$ cat src/hdl/assert_macros.svh
// ----------------------------------------------------------------------------
// assert_macros.svh
// Concurrent assertion helpers sampled on clk_i; FBW_ASSERT is gated by rst_ni
// ----------------------------------------------------------------------------
`ifndef ASSERT_MACROS_SVH
`define ASSERT_MACROS_SVH

`ifndef SYNTHESIS
// property checked only out of reset
`define FBW_ASSERT(lbl, prop) \
  lbl: assert property (@(posedge clk_i) disable iff (!rst_ni) (prop)) \
    else $error("fbw assertion failed");
// property checked during reset too
`define FBW_ASSERT_ALWAYS(lbl, prop) \
  lbl: assert property (@(posedge clk_i) (prop)) \
    else $error("fbw assertion failed");
`else
`define FBW_ASSERT(lbl, prop)
`define FBW_ASSERT_ALWAYS(lbl, prop)
`endif

`endif

$ cat src/hdl/fbw_pkg.sv
// ----------------------------------------------------------------------------
// fbw_pkg
// Shared widths, command codes and microcode word format of the
// write-buffer sequencer
// ----------------------------------------------------------------------------
package fbw_pkg;

  // geometry
  localparam int unsigned SLOTS_PER_BLOCK = 8;
  localparam int unsigned SLOT_W          = $clog2(SLOTS_PER_BLOCK);
  localparam int unsigned BLOCK_W         = 8;
  localparam int unsigned ADDR_W          = 20;
  localparam int unsigned SECTOR_SHIFT    = 9;
  localparam int unsigned CMD_W           = 3;
  localparam int unsigned STEP_W          = 3;

  // flash command codes
  typedef enum logic [CMD_W-1:0] {
    CMD_COPY_TO_BUF  = 3'd0,
    CMD_ERASE_MAIN   = 3'd1,
    CMD_COPY_TO_MAIN = 3'd2,
    CMD_ERASE_BUF    = 3'd3,
    CMD_STORE        = 3'd4
  } cmd_e;

  // microcode addresses
  typedef logic [STEP_W-1:0] step_t;
  localparam step_t S_FETCH      = 3'd0;
  localparam step_t S_DISPATCH   = 3'd1;
  localparam step_t S_COPY_BUF   = 3'd2;
  localparam step_t S_ERASE_MAIN = 3'd3;
  localparam step_t S_COPY_MAIN  = 3'd4;
  localparam step_t S_ERASE_BUF  = 3'd5;
  localparam step_t S_STORE      = 3'd6;

  // block index source of an emitted command
  typedef enum logic [1:0] {
    BLK_OPEN  = 2'd0,
    BLK_BUF   = 2'd1,
    BLK_WRITE = 2'd2
  } blk_sel_e;

  // slot source of an emitted command
  typedef enum logic [1:0] {
    SLOT_ZERO  = 2'd0,
    SLOT_CNT   = 2'd1,
    SLOT_WRITE = 2'd2
  } slot_sel_e;

  // sequencing of a step once it is done
  typedef enum logic [2:0] {
    BR_NEXT     = 3'd0,
    BR_WAIT     = 3'd1,
    BR_DISPATCH = 3'd2,
    BR_FULL     = 3'd3,
    BR_RETURN   = 3'd4
  } branch_e;

  // one control word
  typedef struct packed {
    cmd_e      cmd;
    logic      emit;
    logic      slot_loop;
    logic      skip_dirty;
    blk_sel_e  blk_sel;
    slot_sel_e slot_sel;
    logic      do_open;
    logic      do_close;
    branch_e   br;
    step_t     next;
  } uword_t;

endpackage

$ cat src/hdl/fbw_in_if.sv
// ----------------------------------------------------------------------------
// fbw_in_if
// Request channel: sector write or flush request
// ----------------------------------------------------------------------------
interface fbw_in_if;
  logic                              valid;
  logic                              ready;
  logic                              kind;
  logic [fbw_pkg::ADDR_W-1:0]        write_address;

  modport source (output valid, output kind, output write_address, input ready);
  modport sink   (input valid, input kind, input write_address, output ready);
endinterface

$ cat src/hdl/fbw_out_if.sv
// ----------------------------------------------------------------------------
// fbw_out_if
// Command channel: one flash command per transaction
// ----------------------------------------------------------------------------
interface fbw_out_if;
  logic                              valid;
  logic                              ready;
  logic [fbw_pkg::CMD_W-1:0]         command;
  logic [fbw_pkg::BLOCK_W-1:0]       block_index;
  logic [fbw_pkg::SLOT_W-1:0]        slot;
  logic                              last;

  modport source (output valid, output command, output block_index, output slot,
                  output last, input ready);
  modport sink   (input valid, input command, input block_index, input slot,
                  input last, output ready);
endinterface

$ cat src/hdl/fbw_ucode_rom.sv
// ----------------------------------------------------------------------------
// fbw_ucode_rom
// Control store of the sequencer: one control word per step
// ----------------------------------------------------------------------------
module fbw_ucode_rom (
  input  fbw_pkg::step_t  step_i,
  output fbw_pkg::uword_t uword_o
);

  fbw_pkg::uword_t uw;

  // program
  always_comb begin
    uw            = '0;
    uw.cmd        = fbw_pkg::CMD_STORE;
    uw.blk_sel    = fbw_pkg::BLK_OPEN;
    uw.slot_sel   = fbw_pkg::SLOT_ZERO;
    uw.br         = fbw_pkg::BR_NEXT;
    uw.next       = fbw_pkg::S_FETCH;
    case (step_i)
      fbw_pkg::S_FETCH: begin
        uw.br   = fbw_pkg::BR_WAIT;
        uw.next = fbw_pkg::S_DISPATCH;
      end
      fbw_pkg::S_DISPATCH: begin
        uw.br = fbw_pkg::BR_DISPATCH;
      end
      // clean sectors of the open block into the buffer
      fbw_pkg::S_COPY_BUF: begin
        uw.cmd        = fbw_pkg::CMD_COPY_TO_BUF;
        uw.emit       = 1'b1;
        uw.slot_loop  = 1'b1;
        uw.skip_dirty = 1'b1;
        uw.slot_sel   = fbw_pkg::SLOT_CNT;
        uw.next       = fbw_pkg::S_ERASE_MAIN;
      end
      fbw_pkg::S_ERASE_MAIN: begin
        uw.cmd  = fbw_pkg::CMD_ERASE_MAIN;
        uw.emit = 1'b1;
        uw.next = fbw_pkg::S_COPY_MAIN;
      end
      // every slot back to main
      fbw_pkg::S_COPY_MAIN: begin
        uw.cmd       = fbw_pkg::CMD_COPY_TO_MAIN;
        uw.emit      = 1'b1;
        uw.slot_loop = 1'b1;
        uw.slot_sel  = fbw_pkg::SLOT_CNT;
        uw.next      = fbw_pkg::S_ERASE_BUF;
      end
      fbw_pkg::S_ERASE_BUF: begin
        uw.cmd      = fbw_pkg::CMD_ERASE_BUF;
        uw.emit     = 1'b1;
        uw.blk_sel  = fbw_pkg::BLK_BUF;
        uw.do_close = 1'b1;
        uw.br       = fbw_pkg::BR_RETURN;
      end
      fbw_pkg::S_STORE: begin
        uw.cmd      = fbw_pkg::CMD_STORE;
        uw.emit     = 1'b1;
        uw.blk_sel  = fbw_pkg::BLK_WRITE;
        uw.slot_sel = fbw_pkg::SLOT_WRITE;
        uw.do_open  = 1'b1;
        uw.br       = fbw_pkg::BR_FULL;
      end
      default: begin
        uw.next = fbw_pkg::S_FETCH;
      end
    endcase
  end

  assign uword_o = uw;

endmodule

$ cat src/hdl/flash_block_write_buffer_sequencer.sv
// Command path: an accepted request passes the dispatch step, then the first emitting
// step loads the output register; a flush may first walk past dirty slots.
// Throughput: one request at a time; a request runs the fetch and dispatch steps and,
// per flush, microcode that walks all slots twice (one step per cycle, one command
// per cycle, while the output register is not stalled).
// Reset: no block open, dirty mask clear, buffer_block 255, output empty.
// ----------------------------------------------------------------------------
// flash_block_write_buffer_sequencer
// Microcoded sequencer that gathers sector writes in a spare erase block and
// issues the flash commands of store and flush
// ----------------------------------------------------------------------------
`include "assert_macros.svh"

module flash_block_write_buffer_sequencer (
  input  logic                          clk_i,
  input  logic                          rst_ni,
  input  logic                          cfg_we_i,
  input  logic [fbw_pkg::BLOCK_W-1:0]   cfg_wdata_i,
  fbw_in_if.sink                        req_i,
  fbw_out_if.source                     rsp_o
);

  localparam int unsigned SLOTS  = fbw_pkg::SLOTS_PER_BLOCK;
  localparam int unsigned SLOT_W = fbw_pkg::SLOT_W;
  localparam int unsigned BLK_W  = fbw_pkg::BLOCK_W;

  fbw_pkg::uword_t       uw;
  fbw_pkg::step_t        step_q, step_d, ret_q, ret_d;
  logic [SLOT_W-1:0]     cnt_q, cnt_d;
  logic                  open_valid_q, open_valid_d;
  logic [BLK_W-1:0]      open_block_q, open_block_d;
  logic [SLOTS-1:0]      dirty_q, dirty_d;
  logic [BLK_W-1:0]      buffer_block_q;
  logic                  kind_q;
  logic [BLK_W-1:0]      wblk_q;
  logic [SLOT_W-1:0]     wslot_q;
  logic                  req_fire;
  logic [SLOTS-1:0]      mask_or;
  logic                  full_after;
  logic                  emit_now, out_free, step_done, loop_end, emit_fire;
  logic                  last_cmd;
  logic [BLK_W-1:0]      emit_blk;
  logic [SLOT_W-1:0]     emit_slot;
  logic                  rsp_valid_q;
  fbw_pkg::cmd_e         rsp_cmd_q;
  logic [BLK_W-1:0]      rsp_blk_q;
  logic [SLOT_W-1:0]     rsp_slot_q;
  logic                  rsp_last_q;

  // control store
  fbw_ucode_rom u_rom (
    .step_i  (step_q),
    .uword_o (uw)
  );

  // request handshake
  assign req_i.ready = (uw.br == fbw_pkg::BR_WAIT);
  assign req_fire    = req_i.valid && req_i.ready;

  // step condition terms
  assign mask_or    = dirty_q | (SLOTS'(1) << wslot_q);
  assign full_after = &mask_or;
  assign emit_now   = uw.emit && !(uw.skip_dirty && dirty_q[cnt_q]);
  assign out_free   = !rsp_valid_q || rsp_o.ready;
  assign step_done  = (uw.br != fbw_pkg::BR_WAIT) && (!emit_now || out_free);
  assign loop_end   = !uw.slot_loop || (cnt_q == SLOT_W'(SLOTS - 1));
  assign emit_fire  = step_done && emit_now;
  assign last_cmd   = ((uw.br == fbw_pkg::BR_RETURN) && (ret_q == fbw_pkg::S_FETCH)) ||
                      ((uw.br == fbw_pkg::BR_FULL) && !full_after);

  // command field selection
  always_comb begin
    case (uw.blk_sel)
      fbw_pkg::BLK_BUF:   emit_blk = buffer_block_q;
      fbw_pkg::BLK_WRITE: emit_blk = wblk_q;
      default:            emit_blk = open_block_q;
    endcase
    case (uw.slot_sel)
      fbw_pkg::SLOT_CNT:   emit_slot = cnt_q;
      fbw_pkg::SLOT_WRITE: emit_slot = wslot_q;
      default:             emit_slot = '0;
    endcase
  end

  // sequencer next state
  always_comb begin
    step_d       = step_q;
    ret_d        = ret_q;
    cnt_d        = cnt_q;
    open_valid_d = open_valid_q;
    open_block_d = open_block_q;
    dirty_d      = dirty_q;
    if (req_fire) begin
      step_d = uw.next;
    end else if (step_done) begin
      if (!loop_end) begin
        cnt_d = cnt_q + SLOT_W'(1);
      end else begin
        cnt_d = '0;
        if (uw.do_close) begin
          open_valid_d = 1'b0;
          dirty_d      = '0;
        end
        if (uw.do_open) begin
          open_valid_d = 1'b1;
          open_block_d = wblk_q;
          dirty_d      = mask_or;
        end
        case (uw.br)
          fbw_pkg::BR_DISPATCH: begin
            if (kind_q) begin
              step_d = open_valid_q ? fbw_pkg::S_COPY_BUF : fbw_pkg::S_FETCH;
              ret_d  = fbw_pkg::S_FETCH;
            end else if (open_valid_q &&
                         ((wblk_q != open_block_q) || dirty_q[wslot_q])) begin
              step_d = fbw_pkg::S_COPY_BUF;
              ret_d  = fbw_pkg::S_STORE;
            end else begin
              step_d = fbw_pkg::S_STORE;
            end
          end
          fbw_pkg::BR_FULL: begin
            step_d = full_after ? fbw_pkg::S_COPY_BUF : fbw_pkg::S_FETCH;
            ret_d  = fbw_pkg::S_FETCH;
          end
          fbw_pkg::BR_RETURN: step_d = ret_q;
          default:            step_d = uw.next;
        endcase
      end
    end
  end

  // control registers
  always_ff @(posedge clk_i or negedge rst_ni) begin
    if (!rst_ni) begin
      step_q         <= fbw_pkg::S_FETCH;
      ret_q          <= fbw_pkg::S_FETCH;
      cnt_q          <= '0;
      open_valid_q   <= 1'b0;
      open_block_q   <= '0;
      dirty_q        <= '0;
      buffer_block_q <= '1;
      rsp_valid_q    <= 1'b0;
    end else begin
      step_q       <= step_d;
      ret_q        <= ret_d;
      cnt_q        <= cnt_d;
      open_valid_q <= open_valid_d;
      open_block_q <= open_block_d;
      dirty_q      <= dirty_d;
      if (cfg_we_i) begin
        buffer_block_q <= cfg_wdata_i;
      end
      if (emit_fire) begin
        rsp_valid_q <= 1'b1;
      end else if (rsp_o.ready) begin
        rsp_valid_q <= 1'b0;
      end
    end
  end

  // request capture
  always_ff @(posedge clk_i) begin
    if (req_fire) begin
      kind_q  <= req_i.kind;
      wslot_q <= req_i.write_address[fbw_pkg::SECTOR_SHIFT +: SLOT_W];
      wblk_q  <= req_i.write_address[fbw_pkg::SECTOR_SHIFT + SLOT_W +: BLK_W];
    end
  end

  // output register
  always_ff @(posedge clk_i) begin
    if (emit_fire) begin
      rsp_cmd_q  <= uw.cmd;
      rsp_blk_q  <= emit_blk;
      rsp_slot_q <= emit_slot;
      rsp_last_q <= last_cmd;
    end
  end

  assign rsp_o.valid       = rsp_valid_q;
  assign rsp_o.command     = rsp_cmd_q;
  assign rsp_o.block_index = rsp_blk_q;
  assign rsp_o.slot        = rsp_slot_q;
  assign rsp_o.last        = rsp_last_q;

  // checks
  `FBW_ASSERT(a_dirty_needs_open, (dirty_q != '0) |-> open_valid_q)
  `FBW_ASSERT(a_idle_not_full, (step_q == fbw_pkg::S_FETCH) |-> !(&dirty_q))
  `FBW_ASSERT(a_cnt_only_in_loop, (cnt_q != '0) |->
    ((step_q == fbw_pkg::S_COPY_BUF) || (step_q == fbw_pkg::S_COPY_MAIN)))
  `FBW_ASSERT(a_accept_dispatch, req_fire |=> (step_q == fbw_pkg::S_DISPATCH))

endmodule

$ cat src/flat_wrapper.sv
// flat-port wrapper written by rule: the top's interface ports become plain ports
module flash_block_write_buffer_sequencer_flat 
  (clk_i, rst_ni, cfg_we_i, cfg_wdata_i, req_i_valid, req_i_kind, req_i_write_address, req_i_ready, rsp_o_valid, rsp_o_command, rsp_o_block_index, rsp_o_slot, rsp_o_last, rsp_o_ready);
  fbw_in_if req_i_i ();
  fbw_out_if rsp_o_i ();
  input  logic clk_i;
  input  logic rst_ni;
  input  logic cfg_we_i;
  input  logic [fbw_pkg::BLOCK_W-1:0] cfg_wdata_i;
  input wire logic [$bits(req_i_i.valid)-1:0] req_i_valid;
  input wire logic [$bits(req_i_i.kind)-1:0] req_i_kind;
  input wire logic [$bits(req_i_i.write_address)-1:0] req_i_write_address;
  output wire logic [$bits(req_i_i.ready)-1:0] req_i_ready;
  output wire logic [$bits(rsp_o_i.valid)-1:0] rsp_o_valid;
  output wire logic [$bits(rsp_o_i.command)-1:0] rsp_o_command;
  output wire logic [$bits(rsp_o_i.block_index)-1:0] rsp_o_block_index;
  output wire logic [$bits(rsp_o_i.slot)-1:0] rsp_o_slot;
  output wire logic [$bits(rsp_o_i.last)-1:0] rsp_o_last;
  input wire logic [$bits(rsp_o_i.ready)-1:0] rsp_o_ready;
  assign req_i_i.valid = req_i_valid;
  assign req_i_i.kind = req_i_kind;
  assign req_i_i.write_address = req_i_write_address;
  assign req_i_ready = req_i_i.ready;
  assign rsp_o_valid = rsp_o_i.valid;
  assign rsp_o_command = rsp_o_i.command;
  assign rsp_o_block_index = rsp_o_i.block_index;
  assign rsp_o_slot = rsp_o_i.slot;
  assign rsp_o_last = rsp_o_i.last;
  assign rsp_o_i.ready = rsp_o_ready;
  flash_block_write_buffer_sequencer u_core (.clk_i(clk_i), .rst_ni(rst_ni), .cfg_we_i(cfg_we_i), .cfg_wdata_i(cfg_wdata_i), .req_i(req_i_i), .rsp_o(rsp_o_i));
endmodule
$ cat config.mk
export PLATFORM = sky130hd
export DESIGN_NAME = flash_block_write_buffer_sequencer_flat
export DESIGN_NICKNAME = d
export VERILOG_FILES = /design/src/hdl/fbw_pkg.sv /design/src/hdl/fbw_in_if.sv /design/src/hdl/fbw_out_if.sv /design/src/hdl/fbw_ucode_rom.sv /design/src/hdl/flash_block_write_buffer_sequencer.sv /design/src/flat_wrapper.sv
export VERILOG_INCLUDE_DIRS = /design/src /design/src/hdl
export SDC_FILE = /design/constraint.sdc
export NUM_CORES = 1
export LEC_CHECK = 0
export BUFFER_PORTS_ARGS = -buffer_cell sky130_fd_sc_hd__buf_2
export CELL_PAD_IN_SITES_DETAIL_PLACEMENT = 1
export CELL_PAD_IN_SITES_GLOBAL_PLACEMENT = 2
export CORE_ASPECT_RATIO = 0.8
export CORE_MARGIN = 5
export CORE_UTILIZATION = 35
export CTS_CLUSTER_DIAMETER = 50
export CTS_CLUSTER_SIZE = 40
export DETAILED_ROUTE_END_ITERATION = 12
export GPL_TIMING_DRIVEN = 0
export PLACE_DENSITY_LB_ADDON = 0.1
export SLEW_MARGIN = 15
export SYNTH_ARGS = -nofsm -noshare
export SYNTH_HDL_FRONTEND = slang
export SYNTH_SLANG_ARGS = --single-unit
$ cat constraint.sdc
create_clock -name clk_i -period 4.9 [get_ports clk_i]
set_clock_uncertainty 0.2 [all_clocks]
set_input_delay 0.735 -clock clk_i [delete_from_list [all_inputs] [get_ports clk_i]]
set_output_delay 0.735 -clock clk_i [all_outputs]
set_load 0.01 [all_outputs]
After elaboration in Yosys (flattened, before gate mapping)
Cells that the tools add are included.
{ "totals": {"ff_bits": 62, "output_inout_bits": 17} }
{ "classes": {"add_sub_neg": 1, "magnitude_cmp": 2, "n_eq_ne": 18, "shifts": 1, "mux": 33, "bitwise": 2, "n_reduce_logical": 32} }
{ "ops": {"columns": ["op", "n"], "rows": [
  ["3-bit 2-to-1 mux", 8],
  ["3-bit one-hot mux with 4 select lines", 2],
  ["4-bit one-hot mux with 5 select lines", 1],
  ["8-bit 2-to-1 mux", 2],
  ["8-bit one-hot mux with 2 select lines", 1],
  ["3-bit == test, second input constant", 5],
  ["3-bit by 2-bit == test with 1-bit output, second input constant", 4],
  ["3-bit one-hot mux with 2 select lines", 2],
  ["1-bit 2-to-1 mux", 10],
  ["2-bit nonzero test", 5],
  ["3-bit one-hot mux with 3 select lines", 1],
  ["1-bit logical AND", 8],
  ["3-bit by 4-bit less-than comparator with 1-bit output, second input constant", 2],
  ["8-bit inequality test", 1],
  ["8-bit bitwise OR", 1],
  ["2-bit one-hot mux with 2 select lines", 2],
  ["4-bit AND reduction", 2],
  ["8-bit AND reduction", 1],
  ["1-bit by 3-bit left shift with 8-bit output, first input constant", 1],
  ["1-bit binary-select mux with 3-bit select", 2],
  ["3-bit by 1-bit == test with 1-bit output, second input constant", 2],
  ["3-bit zero test", 2],
  ["3-bit by 1-bit inequality test with 1-bit output, second input constant", 2],
  ["1-bit zero test", 5],
  ["other kinds (9)", 17]
]} }

Longest topological paths before layout
{ "depth": {"ltp_word": 10, "ltp_mapped": 10} }

By module
Synthesis repeated with hierarchy kept, for this count alone.
{ "unflattened": {"hier_cells": 265, "hier_area_um2": 3134.3} }
{ "by_module_without_submodules": {"columns": ["module", "instances", "cells_per_inst", "area_each_um2"], "rows": [
  ["flash_block_write_buffer_sequencer", 1, 235, 2940.3],
  ["fbw_ucode_rom", 1, 30, 193.9]
]} }

Worst setup path after synthesis
OpenSTA, ideal clock, no wires.
{ "synth_path": {"kind": "flip-flop to flip-flop", "start": "reg u_core.step_q[0]", "end": "reg u_core.rsp_blk_q[0], in the netlist u_core.rsp_o.block_index[0], enable pin", "setup_time_ps": 386, "t_arrival_ps": 2364, "required_ps": 4314, "setup_slack_ps": 1949, "path_stages_with_launch": 10, "path_buffers": 3, "period_less_slack_ps": 2951, "path_cell_list": "dfrtp_1 -> buf_2 -> inv_2 -> or2_2 -> ha_1 -> buf_2 -> clkbuf_1 -> nand3_1 -> o211ai_1 -> nor2_1"} }
{ "synth_between": {"elab_chain_cells": 9} }
{ "synth_rtl": {"columns": ["element", "line_no", "source"], "rows": [
  ["start, declared", "flash_block_write_buffer_sequencer.sv:28", "fbw_pkg::step_t step_q, step_d, ret_q, ret_d;"],
  ["start signal, assigned", "flash_block_write_buffer_sequencer.sv:136", "step_q <= fbw_pkg::S_FETCH;"],
  ["start signal, assigned", "flash_block_write_buffer_sequencer.sv:145", "step_q <= step_d;"],
  ["3-bit by 2-bit == test with 1-bit output", "fbw_ucode_rom.sv:20", "case (step_i)"],
  ["1-bit 2-to-1 mux", "fbw_ucode_rom.sv:20", null],
  ["1-bit logical AND", "flash_block_write_buffer_sequencer.sv:63", "assign emit_now = uw.emit && !(uw.skip_dirty && dirty_q[cnt_q]);"],
  ["1-bit zero test", "flash_block_write_buffer_sequencer.sv:63", null],
  ["1-bit logical AND", "flash_block_write_buffer_sequencer.sv:63", null],
  ["1-bit zero test", "flash_block_write_buffer_sequencer.sv:65", "assign step_done = (uw.br != fbw_pkg::BR_WAIT) && (!emit_now || out_free);"],
  ["1-bit logical OR", "flash_block_write_buffer_sequencer.sv:65", null],
  ["1-bit logical AND", "flash_block_write_buffer_sequencer.sv:65", null],
  ["1-bit logical AND *", "flash_block_write_buffer_sequencer.sv:67", "assign emit_fire = step_done && emit_now;"],
  ["net u_core.emit_fire", "flash_block_write_buffer_sequencer.sv:40", "logic emit_now, out_free, step_done, loop_end, emit_fire;"],
  ["end signal, assigned", "flash_block_write_buffer_sequencer.sv:175", "rsp_blk_q <= emit_blk;"],
  ["end, declared", "flash_block_write_buffer_sequencer.sv:46", "logic [BLK_W-1:0] rsp_blk_q;"]
]} }
Mark *: on every way through the listed nets, which the timed path passes. The rest lies on a longest branch.
A chain may end at the register's enable or synchronous reset.

Worst setup path in the final report
{ "layout_path": {"start": "reg u_core.step_q[0]", "end": "reg u_core.dirty_q[1]"} }
{ "layout_between": {"elab_chain_cells": 9} }
{ "layout_rtl": {"columns": ["element", "line_no", "source"], "rows": [
  ["branches (longest 9 deep; another with 3-bit one-hot mux with 4 select lines)", null, null],
  ["end signal, assigned", "flash_block_write_buffer_sequencer.sv:150", "dirty_q <= dirty_d;"],
  ["end, declared", "flash_block_write_buffer_sequencer.sv:32", "logic [SLOTS-1:0] dirty_q, dirty_d;"]
]} }
Parallel ways; which one is timed is not known.

==> run summary <==
Overflow after GRT: 0
Synth Flop Type: edfxtp_1
Mean Syn Cell Area: 12.0 sq um
Net Count, Synth: 294
# DRC: 0
Post-DRT Antenna Nets: 0
Arrival @ worst endpoint: 3180 ps
WL per Instance: 18.5 um
Hold Crit Class: in -> async
# nets final: 346
Die height: 93.4 um
EDFF count, synth: 27
Clk root buf: clkbuf_8
Max-Cap Viols: 0
Type of origin of the critical path: flop
Input/output buffers: 40
Pwr dens: 589 mW/mm^2
GPL Wtd Cong: 0.782
Number of global-route vias before repair: 2388
Worst setup margin: 1760 ps
Top Ports: 51
# diodes: 0
Initial antenna violation count: 0
Top-area cell type share of the netlist area: 26.7%
Gr usage total: 16.0%
Cells after Synth: 253
Final Hold Viols: 0
WHS: 294 ps
Largest net degree at the start of global routing: 34
Initial core utilization: 35.8%
Setup TNS: 0 ps
Crit path time final: 3140 ps
Pre-CTS setup slack: 1750 ps
Post-DP Area: 0.00340 sq mm
CTS Buf Count: 9
Initial detailed-routing violation count: 104
Synthesized cell area: 0.00304 sq mm
Seq/Total Area, Yosys: 54.2%
Total die area: 0.0107 sq mm
Nature of the critical path endpoint: flop
Area leader, netlist: edfxtp_1
Cts hold-fix bufs: 0
Via/cell ratio: 5.27
Fin crit share: 64.1%
Area Overhead vs Synth: 18.8%
Max IR drop VDD: 0.000233 V
Library cells used by synthesis: 54
Clock-pin slew of the registers on the worst-case setup and hold paths: 70 ps
Setup Buffers After CTS: 0
RSZ-0062 raised after global routing: false
Resize count post-CTS: 0
Design area: 0.00361 sq mm
Dpl hpwl: 5.56 mm
Slew @ Worst Pin: 844 ps
Global-route wire length before repair: 13.0 mm
Crit path max fanout: 10
Warnings from Yosys: 0
WL final: 7.82 mm
Slew Limit Fails: 0
TritonCTS clock tree: built
Share of cells above drive strength 1: 31.6%
P_leak: 1.44 nW
Row count: 30
Die W: 114 um
Data required, critical path: 4940 ps
Clk sink count: 60
Number of fill cells in the layout: 962
Htree depth: 3
Worst skew pair latency: 350 ps
Max_slew headroom: 43.7%
Total power: 0.00213 W
Synth top area cells: edfxtp_1 27%, dfrtp_1 21%, dfstp_2 6.9%, mux2_2 5.9%, nand2_1 3.0%
Fmax: 319 MHz
Status: complete, no violations
Via count: 2222
Final setup viols: 0
Drt first pass iters: 6
Post-synthesis register bit count: 60
CTS max path bufs: 2
Core area: 0.00848 sq mm
Asr flop ratio synth: 55.0%
Worst Path Class, Setup: reg -> reg
state kept, by name (all words and copies together), names as in the netlist, 3 cells and up:
signal                    flops
u_core.buffer_block_q         8
u_core.cnt_q                  3
u_core.dirty_q                8
u_core.open_block_q           8
u_core.rsp_o.block_index      8
u_core.rsp_o.command          3
u_core.rsp_o.slot             3
u_core.step_q                 3
u_core.wblk_q                 8
u_core.wslot_q                3
synth_stat cells, types with 4 or more instances:
library cell,count
a21oi_1,8
a22oi_1,11
a32o_1,4
buf_2,4
clkbuf_1,10
dfrtp_1,25
dfstp_2,8
edfxtp_1,27
ha_1,7
inv_1,7
mux2_2,16
nand2_1,24
nor2_1,15
o21ai_0,12
o21ai_1,5
o31ai_1,4
xnor2_1,8
power breakdown:
part	leakage, nW	internal, W	total (W)	switching (W)
registers	0.670	0.000743	0.000860	0.000117
logic	0.664	0.000316	0.000777	0.000461
clock network	0.109	0.000284	0.000490	0.000206
critical path, stage by stage (launching register included):
cell	delay, ps
dfrtp_1	430
buf_2	260
inv_2	110
or2_2	370
ha_1	200
buf_2	180
o2111ai_1	300
clkbuf_1	550
nor2_1	140
a32o_1	290
layer usage:
metal | track usage (%) | vias to the layer above | routed length (um)
li1 | - | 1052 | -
met1 | 22.4 | 1119 | 3890
met2 | 24.0 | 39 | 3520
met3 | 4.14 | 12 | 305
met4 | 5.64 | 0 | 107
met5 | 0 | - | 0
cell type report:
class	instances	area (sq um)	area share, %
clock buffers	9	124	3.43
inverters	9	33.8	0.935
plain buffers	14	57.6	1.59
clock inverters	7	91.3	2.53
flip-flops and latches	60	1650	45.6
multi-input cells	170	1310	36.1
repair buffers	41	215	5.96
well taps	112	140	3.88
layout by cell type, fill, tap and decap left out, types with 3 or more instances in the layout:
master     count
mux2_2        16
clkbuf_1      10
ha_1           7
inv_1          7
clkbuf_8       9
edfxtp_1      27
o21ai_1        5
nor3_1         3
a21oi_1        8
dfstp_2        8
o21ai_0       12
nand2b_1       3
dfrtp_1       25
nand2_1       24
a22oi_1       11
buf_2         44
a32o_1         4
xnor2_1        8
clkinv_2       3
o31ai_1        4
o2bb2ai_1      3
nor2_1        14
worst paths after layout:
kind / from / cells past startpoint / slack (ps) / to
setup / recovery: u_core.step_q[0] / 9 / 1760 / u_core.dirty_q[1]
hold / removal: rst_ni / 1 / 290 / u_core.cnt_q[0]
setup reg to reg: u_core.step_q[0] / 9 / 1760 / u_core.dirty_q[1]
hold reg to reg: u_core.open_block_q[5] / 1 / 360 / u_core.open_block_q[5]
max in group asynchronous: rst_ni / 1 / 3670 / u_core.ret_q[1]
min in group clk_i: u_core.open_block_q[5] / 1 / 360 / u_core.open_block_q[5]
cells by family after synthesis:
| kind of cell | share of synthesized area, % |
|---|---|
| compound gates | 15.6 |
| xor+xnor | 2.30 |
| fa+ha+maj | 3.21 |
| buf+inv | 3.00 |
| flops | 54.2 |
| mux | 10.9 |
| simple gates | 10.8 |
per-stage QoR:
stage                     util (%)  instances
after CTS                     42.6        422
after detailed placement      40.1        406
final                         42.6        422
after floorplan                  -        253
after global routing          42.6        422
after global placement        39.9        405
Note: power is estimated with default switching activity, not from simulation.
